==> config.mk <==
export PLATFORM = sky130hd
export DESIGN_NAME = day_number_to_calendar_date_top
export DESIGN_NICKNAME = d
export VERILOG_FILES = /design/src/rtl/dn2cd_pkg.sv /design/src/rtl/day_number_to_calendar_date_top.sv
export SDC_FILE = /design/constraint.sdc
export NUM_CORES = 2
export LEC_CHECK = 0
export CORE_MARGIN = 2
export CORE_UTILIZATION = 45
export CTS_CLUSTER_DIAMETER = 100
export DETAILED_ROUTE_END_ITERATION = 12
export DONT_BUFFER_PORTS = 1
export MAX_ROUTING_LAYER = met4
export PLACE_DENSITY = 0.71
export REMOVE_ABC_BUFFERS = 1
export SETUP_SLACK_MARGIN = 0.3
export SYNTH_ARGS = -nofsm -noshare
export SYNTH_HDL_FRONTEND = slang
export SYNTH_SLANG_ARGS = --single-unit
==> constraint.sdc <==
create_clock -name clk -period 12.4 [get_ports clk]
set_input_delay 1.86 -clock clk [delete_from_list [all_inputs] [get_ports clk]]
set_output_delay 1.86 -clock clk [all_outputs]
set_load 0.01 [all_outputs]
==> src/rtl/dn2cd_pkg.sv <==
package dn2cd_pkg;

    localparam int unsigned JD_W    = 23;
    localparam int unsigned DAYS_W  = 22;
    localparam int unsigned N_W     = 31;
    localparam int unsigned YEAR_W  = 14;
    localparam int unsigned MON_W   = 4;
    localparam int unsigned DAY_W   = 5;
    localparam int unsigned DBY_W   = 23;
    localparam int unsigned ND_W    = 24;
    localparam int unsigned SHIFT_Q = 48;

    localparam logic [JD_W-1:0] JD_OFFSET = 23'd1721425;
    localparam logic [JD_W-1:0] JD_LAST   = 23'd5373484;

    // days*10000/3652425 reduces to days*400/146097
    localparam logic [8:0]  DAY_SCALE = 9'd400;
    localparam logic [17:0] YEAR_DIV  = 18'd146097;

    localparam logic [63:0] RECIP_FULL =
        ((64'd1 << SHIFT_Q) + 64'd146097 - 64'd1) / 64'd146097;
    localparam logic [N_W-1:0] RECIP = RECIP_FULL[N_W-1:0];

    // x/100 as (x*5243)>>19, exact for 14-bit x
    localparam logic [12:0] DIV100_MUL = 13'd5243;
    localparam logic [8:0]  DAYS_YEAR  = 9'd365;
    localparam logic [8:0]  DAYS_LEAP  = 9'd366;
    localparam logic signed [DBY_W-1:0] DBY_YEAR0 = -23'sd365;

    localparam logic [1:0] SEL_YEAR  = 2'd0;
    localparam logic [1:0] SEL_MONTH = 2'd1;
    localparam logic [1:0] SEL_DAY   = 2'd2;
    localparam logic [1:0] SEL_NONE  = 2'd3;

    localparam logic [8:0] MONTH_END [12] =
        '{9'd31, 9'd59, 9'd90, 9'd120, 9'd151, 9'd181,
          9'd212, 9'd243, 9'd273, 9'd304, 9'd334, 9'd365};
    localparam logic [8:0] MONTH_START [12] =
        '{9'd0, 9'd31, 9'd59, 9'd90, 9'd120, 9'd151,
          9'd181, 9'd212, 9'd243, 9'd273, 9'd304, 9'd334};

    typedef struct packed {
        logic       rng;
        logic [1:0] sel;
    } ctl_t;

    function automatic logic [YEAR_W-1:0] div100(input logic [YEAR_W-1:0] x);
        logic [26:0] pr;
        pr = 27'(x) * 27'(DIV100_MUL);
        return {6'd0, pr[26:19]};
    endfunction

    function automatic logic is_leap(input logic [YEAR_W-1:0] y);
        logic [YEAR_W-1:0] c;
        logic [YEAR_W-1:0] r;
        c = div100(y);
        r = y - YEAR_W'(c * 14'd100);
        return (y[1:0] == 2'b00 && r != '0) || (r == '0 && c[1:0] == 2'b00);
    endfunction

    // days before year p+1, p >= 0
    function automatic logic signed [DBY_W-1:0] dby_of(input logic [YEAR_W-1:0] p);
        logic [YEAR_W-1:0] c;
        logic [DBY_W-1:0]  acc;
        c   = div100(p);
        acc = DBY_W'(p) * DBY_W'(DAYS_YEAR) + DBY_W'(p >> 2) - DBY_W'(c)
            + DBY_W'(c >> 2);
        return $signed(acc);
    endfunction

endpackage

==> src/rtl/day_number_to_calendar_date_top.sv <==
// Channel  | Beat fields (low bit first)                         | Handshake
// s_axis   | tdata: julian_day[22:0]; tuser: part_select[1:0]    | tvalid/tready
// m_axis   | tdata: year, month, day, selected; tuser: valid_res | tvalid/tready
//
// Seven register stages. One beat enters per cycle unless a stalled output
// fills every stage; the estimate multiply (31x31) sets the stage depth.
// Reset clears only the stage valid bits; no clearing pass, no table fill.
// Each stage advances when it is empty or the stage after it moves, so
// bubbles close up and a stalled output still lets earlier stages fill.
module day_number_to_calendar_date_top
    import dn2cd_pkg::*;
(
    input  logic        clk,
    input  logic        rst_n,
    input  logic        s_axis_tvalid,
    output logic        s_axis_tready,
    input  logic [23:0] s_axis_tdata,   // julian_day[22:0], zero pad
    input  logic [1:0]  s_axis_tuser,   // part_select[1:0]
    output logic        m_axis_tvalid,
    input  logic        m_axis_tready,
    output logic [39:0] m_axis_tdata,   // year[13:0], month[17:14], day[22:18],
                                        // selected_value[36:23], zero pad
    output logic [0:0]  m_axis_tuser    // valid_res
);

    localparam int unsigned NSTG = 7;

    logic [NSTG:1] vld_reg;
    logic [NSTG:1] vld_next;
    logic [NSTG:1] rdy;

    ctl_t ctl_s1_reg, ctl_s2_reg, ctl_s3_reg, ctl_s4_reg, ctl_s5_reg, ctl_s6_reg;
    ctl_t ctl_s1_next;

    logic [DAYS_W-1:0] days_s1_reg, days_s2_reg, days_s3_reg, days_s4_reg;
    logic [DAYS_W-1:0] days_s1_next;
    logic [N_W-1:0]    n_s1_reg, n_s2_reg;
    logic [N_W-1:0]    n_s1_next;
    logic [JD_W-1:0]   jd;
    logic [JD_W-1:0]   jd_off;

    logic [2*N_W-1:0]  prod;
    logic [YEAR_W-1:0] q0_s2_reg, q0_s2_next;
    logic [31:0]       chk;
    logic [YEAR_W-1:0] q_s3_reg, q_s3_next;
    logic [YEAR_W-1:0] q_s4_reg;
    logic signed [DBY_W-1:0] dbya_s4_reg, dbya_s4_next;
    logic signed [DBY_W-1:0] dbyb_s4_reg, dbyb_s4_next;

    logic signed [ND_W-1:0] days_s;
    logic signed [ND_W-1:0] nda;
    logic signed [ND_W-1:0] ndb;
    logic [YEAR_W-1:0]      year_s5_reg, year_s5_next;
    logic signed [ND_W-1:0] nd_s5_reg, nd_s5_next;

    logic                   leap0;
    logic                   leap1;
    logic signed [ND_W-1:0] maxd;
    logic [YEAR_W-1:0]      year_inc;
    logic [YEAR_W-1:0]      year_s6_reg, year_s6_next;
    logic signed [ND_W-1:0] nd_s6_reg, nd_s6_next;
    logic                   leap_s6_reg, leap_s6_next;

    logic signed [ND_W-1:0] lim [12];
    logic signed [ND_W-1:0] base;
    logic signed [ND_W-1:0] day_full;
    logic [MON_W-1:0]       mon;
    logic                   ok;
    logic [YEAR_W-1:0]      year_o;
    logic [MON_W-1:0]       mon_o;
    logic [DAY_W-1:0]       day_o;
    logic [YEAR_W-1:0]      sel_o;
    logic [39:0]            data_s7_reg, data_s7_next;
    logic                   user_s7_reg, user_s7_next;

    // stage handshake: a stage moves when empty or when its successor moves
    always_comb
    begin
        rdy[NSTG] = !vld_reg[NSTG] || m_axis_tready;
        for (int i = NSTG - 1; i >= 1; i--)
        begin
            rdy[i] = !vld_reg[i] || rdy[i+1];
        end
        vld_next = vld_reg;
        if (rdy[1])
        begin
            vld_next[1] = s_axis_tvalid;
        end
        for (int i = 2; i <= NSTG; i++)
        begin
            if (rdy[i])
            begin
                vld_next[i] = vld_reg[i-1];
            end
        end
    end

    always_ff @(posedge clk or negedge rst_n)
    begin
        if (!rst_n)
        begin
            vld_reg <= '0;
        end
        else
        begin
            vld_reg <= vld_next;
        end
    end

    // stage 1: range check, offset, scale
    always_comb
    begin
        jd               = s_axis_tdata[JD_W-1:0];
        jd_off           = jd - JD_OFFSET;
        days_s1_next     = jd_off[DAYS_W-1:0];
        n_s1_next        = N_W'(days_s1_next) * N_W'(DAY_SCALE);
        ctl_s1_next.rng  = (jd >= JD_OFFSET) && (jd <= JD_LAST);
        ctl_s1_next.sel  = s_axis_tuser;
    end

    // stage 2: reciprocal multiply for the year estimate
    always_comb
    begin
        prod       = (2*N_W)'(n_s1_reg) * (2*N_W)'(RECIP);
        q0_s2_next = prod[SHIFT_Q+YEAR_W-1:SHIFT_Q];
    end

    // stage 3: back off the quotient if the estimate overshot
    always_comb
    begin
        chk       = 32'(q0_s2_reg) * 32'(YEAR_DIV);
        q_s3_next = (chk > 32'(n_s2_reg)) ? q0_s2_reg - 1'b1 : q0_s2_reg;
    end

    // stage 4: year-start counts for the estimate and the year before it
    always_comb
    begin
        dbya_s4_next = dby_of(q_s3_reg);
        dbyb_s4_next = (q_s3_reg == '0) ? DBY_YEAR0 : dby_of(q_s3_reg - 1'b1);
    end

    // stage 5: correct the estimate down
    always_comb
    begin
        days_s = $signed({2'b00, days_s4_reg});
        nda    = days_s - ND_W'(dbya_s4_reg);
        ndb    = days_s - ND_W'(dbyb_s4_reg);
        if (nda <= 0)
        begin
            year_s5_next = q_s4_reg;
            nd_s5_next   = ndb;
        end
        else
        begin
            year_s5_next = q_s4_reg + 1'b1;
            nd_s5_next   = nda;
        end
    end

    // stage 6: fold overflow past the year length into the next year
    always_comb
    begin
        year_inc = year_s5_reg + 1'b1;
        leap0    = is_leap(year_s5_reg);
        leap1    = is_leap(year_inc);
        maxd     = leap0 ? $signed(ND_W'(DAYS_LEAP)) : $signed(ND_W'(DAYS_YEAR));
        if (nd_s5_reg > maxd)
        begin
            year_s6_next = year_inc;
            nd_s6_next   = nd_s5_reg - maxd;
            leap_s6_next = leap1;
        end
        else
        begin
            year_s6_next = year_s5_reg;
            nd_s6_next   = nd_s5_reg;
            leap_s6_next = leap0;
        end
    end

    // stage 7: month lookup and output packing
    always_comb
    begin
        for (int m = 0; m < 12; m++)
        begin
            lim[m] = $signed(ND_W'(MONTH_END[m]))
                   + $signed(ND_W'(leap_s6_reg && (m >= 1)));
        end
        mon  = '0;
        base = '0;
        // scan down so the first matching month wins
        for (int m = 11; m >= 0; m--)
        begin
            if (nd_s6_reg <= lim[m])
            begin
                mon  = MON_W'(m + 1);
                base = $signed(ND_W'(MONTH_START[m]))
                     + $signed(ND_W'(leap_s6_reg && (m >= 2)));
            end
        end
        day_full = nd_s6_reg - base;
        ok       = ctl_s6_reg.rng && (mon != '0) && (day_full >= 1);
        year_o   = ok ? year_s6_reg : '0;
        mon_o    = ok ? mon : '0;
        day_o    = ok ? day_full[DAY_W-1:0] : '0;
        unique case (ctl_s6_reg.sel)
            SEL_YEAR:  sel_o = year_o;
            SEL_MONTH: sel_o = YEAR_W'(mon_o);
            SEL_DAY:   sel_o = YEAR_W'(day_o);
            SEL_NONE:  sel_o = '0;
            default:   sel_o = '0;
        endcase
        data_s7_next = {3'b000, sel_o, day_o, mon_o, year_o};
        user_s7_next = ok;
    end

    always_ff @(posedge clk)
    begin
        if (rdy[1])
        begin
            ctl_s1_reg  <= ctl_s1_next;
            days_s1_reg <= days_s1_next;
            n_s1_reg    <= n_s1_next;
        end
        if (rdy[2])
        begin
            ctl_s2_reg  <= ctl_s1_reg;
            days_s2_reg <= days_s1_reg;
            n_s2_reg    <= n_s1_reg;
            q0_s2_reg   <= q0_s2_next;
        end
        if (rdy[3])
        begin
            ctl_s3_reg  <= ctl_s2_reg;
            days_s3_reg <= days_s2_reg;
            q_s3_reg    <= q_s3_next;
        end
        if (rdy[4])
        begin
            ctl_s4_reg  <= ctl_s3_reg;
            days_s4_reg <= days_s3_reg;
            q_s4_reg    <= q_s3_reg;
            dbya_s4_reg <= dbya_s4_next;
            dbyb_s4_reg <= dbyb_s4_next;
        end
        if (rdy[5])
        begin
            ctl_s5_reg  <= ctl_s4_reg;
            year_s5_reg <= year_s5_next;
            nd_s5_reg   <= nd_s5_next;
        end
        if (rdy[6])
        begin
            ctl_s6_reg  <= ctl_s5_reg;
            year_s6_reg <= year_s6_next;
            nd_s6_reg   <= nd_s6_next;
            leap_s6_reg <= leap_s6_next;
        end
        if (rdy[7])
        begin
            data_s7_reg <= data_s7_next;
            user_s7_reg <= user_s7_next;
        end
    end

    assign s_axis_tready = rdy[1];
    assign m_axis_tvalid = vld_reg[NSTG];
    assign m_axis_tdata  = data_s7_reg;
    assign m_axis_tuser  = user_s7_reg;

endmodule

==> results.tsv <==
metric	value	unit
status	finished clean	
CP arrival	11.72	ns
final WL	132000	um
DR iter-0 viols	2462	
clock latency on the worst-skew pair	0.56	ns
Mapped Area	59000	um2
CTS Hold Bufs	0	
critical path's most frequent cell	ha_1	
vias in the first global route	41400	
critical path class	reg2reg	
Clk Tree Root Cell	clkbuf_16	
post-synthesis compound-gate area fraction	7.14	%
commonest cells in the netlist	inv_1, ha_1, fa_1	
WL/cell	17.6	um
Seq cells post-synth	364	
Final HPWL DP	114000	um
Synth Area in XOR/XNOR	4.15	%
mux cell area share after synthesis	0.441	%
critical path startpoint category	flop	
GPL Wtd Cong	0.967	
Synth area leaders	fa_1, ha_1, edfxtp_1, inv_1, xnor2_1	
Port Buffers	0	
Max Cap Viol	0	
Core Area	130000	um2
Num Clock Sinks	364	
largest family of logic cells by synthesized area	adder cells	
Synth area leader	fa_1	
Worst-Margin Slew	1.18	ns
Ports	73	
die width	366	um
max FFs per register	37	
RSZ-0062 raised after global routing	no	
hold crit path type	reg2reg	
Syn. warnings	0	
Final Cell Area	63200	um2
Post-synth top flop	edfxtp_1	
crit path capture type	flop	
die height	366	um
Mean Syn Cell Area	10.4	um2
GR Overflow Total	0	
Initial DRT Pass Iterations	5	
area delta synth->final	6.98	%
Final min period	11.44	ns
Ant. Diodes	0	
final critical-path share of the clock period	92.2	%
Routed Antenna Nets	0	
gr usage total	21.0	%
Cells after Synth	5663	
CTS tree	built	
multi-input logic area	42600	um2
Fmax achieved	0.0874	GHz
Post-Synth Adder-Cell Area	53.2	%
initial antenna violation count	1	
crit-path max cell delay	0.55	ns
number of flops mapped to enable cells by yosys	357	
Seq/Total Area, Yosys	18.5	%
Via Count	38900	
Placed Area	61800	um2
critical path fanouts, max	25	
drt via density	5.17	
Filler cells	11800	
Setup Skew	0.0239	ns
starting density of the core	45.5	%
Nets	7808	
slew margin rel.	21.6	%
H-tree depth	2	
most common cell in the netlist	inv_1	
Yosys top cell area share	28.0	%
Finished Core Util	48.6	%
Netlist cell types	74	
setup TNS	0	ns
worst-case clock buffer depth	3	
total CTS buffers	34	
global-route wire length before repair	218000	um
pin count of the biggest net entering global routing	86	
Slew Viols, Final	0	
Post-Synth Simple-Gate Area	6.96	%
# DRC	0	
Storage cell area	10900	um2
die area	134000	um2
share of post-route cells with drive strength above 1	3.80	%
row count	132	
Final Hold Fails	0	
Critical Path RT	12.68	ns
Clock Pin Slew Worst Setup and Hold Paths	0.08	ns
Async SR Flop Fraction	1.92	%
final hold slack	0.415	ns
slowest CP cell	fa_1	
Final setup viols	0	
-- cell type report --
| class | count | area share (%) |
|---|---|---|
| sequential | 364 | 17.3 |
| clock inverter | 20 | 0.307 |
| inverter | 1465 | 8.71 |
| timing repair buffer | 103 | 1.32 |
| clock buffer | 39 | 1.44 |
| multi-input combinational | 3794 | 67.5 |
| tap | 1742 | 3.45 |
-- stage by stage --
stage	worst slack, ns	cells
after floorplan	0.687	5623
after global placement	0.416	7452
after detailed placement	0.342	7452
after CTS	0.403	7511
after global routing	0.270	7527
final	0.962	7527
-- per-layer routing --
metal	part of all wire, %	vias to the layer above	track usage (%)
li1	-	18600	-
met1	44	19200	27.7
met2	48	823	34.4
met3	5.3	187	2.74
met4	2.7	0	4.77
met5	0	-	-
-- critical path, delay by kind of cell, from the launching register on --
kind | cells | cell delay [ns]
adder cells (fa/ha/maj) | 12 | 4.60
XOR/XNOR | 2 | 0.29
AO/OA/AOI/OAI | 13 | 3.01
flip-flops | 1 | 0.53
buffers and inverters | 10 | 1.12
AND/OR/NAND/NOR | 12 | 1.57
-- cell usage in the layout (no fill, tap or decap), types with 9 or more instances in the layout --
cell type / instances
and3_1: 26
nor4b_1: 9
and2_1: 37
clkbuf_16: 35
mux2i_1: 17
a21o_1: 81
o21ai_0: 134
o22ai_1: 9
fa_1: 826
a21oi_1: 167
o21a_1: 34
nor4_1: 22
ha_1: 1190
nor3_1: 78
or2_2: 15
nand2b_1: 41
o21bai_1: 26
or4_1: 9
nand2_1: 161
a21boi_0: 18
a211oi_1: 28
buf_4: 98
edfxtp_1: 357
inv_1: 1463
o31ai_1: 19
nor2_1: 206
and4_1: 9
xor2_1: 79
a31oi_1: 22
or3_1: 23
nand4_1: 35
nor2b_1: 43
o211ai_1: 15
nand3_1: 84
xnor2_1: 196
-- path summary, 6_finish.rpt --
check	start	endpoint	slack, ns	cells past startpoint
min in group asynchronous	rst_n	vld_reg[7]	1.00	0
setup / recovery	year_s5_reg[9]	year_s6_reg[13]	0.96	49
max in group asynchronous	rst_n	vld_reg[2]	11.33	0
hold / removal	days_s2_reg[9]	days_s3_reg[9]	0.41	0
setup reg to reg	year_s5_reg[9]	year_s6_reg[13]	0.96	49
hold reg to reg	days_s2_reg[9]	days_s3_reg[9]	0.41	0
-- what timing repair did --
action | 4_1_cts | 5_1_grt
gates resized for setup | 2 | 33
buffers inserted | 0 | 16
pin swaps | 0 | 9
setup endpoints to repair | 2 | 46
-- logic make-up (layout without fill, tap and decap cells) --
kind of cell             Yosys count  in the layout
AO/OA/AOI/OAI                    648            648
XOR/XNOR                         280            280
adder cells (fa/ha/maj)         2016           2016
buffers and inverters           1507           1627
flip-flops                       364            364
multiplexers                      25             25
other                              1              3
AND/OR/NAND/NOR                  822            822
Power is left out: the tool's default activity adds up to more than one toggle a clock period on the data nets, which glitch-free logic cannot reach.
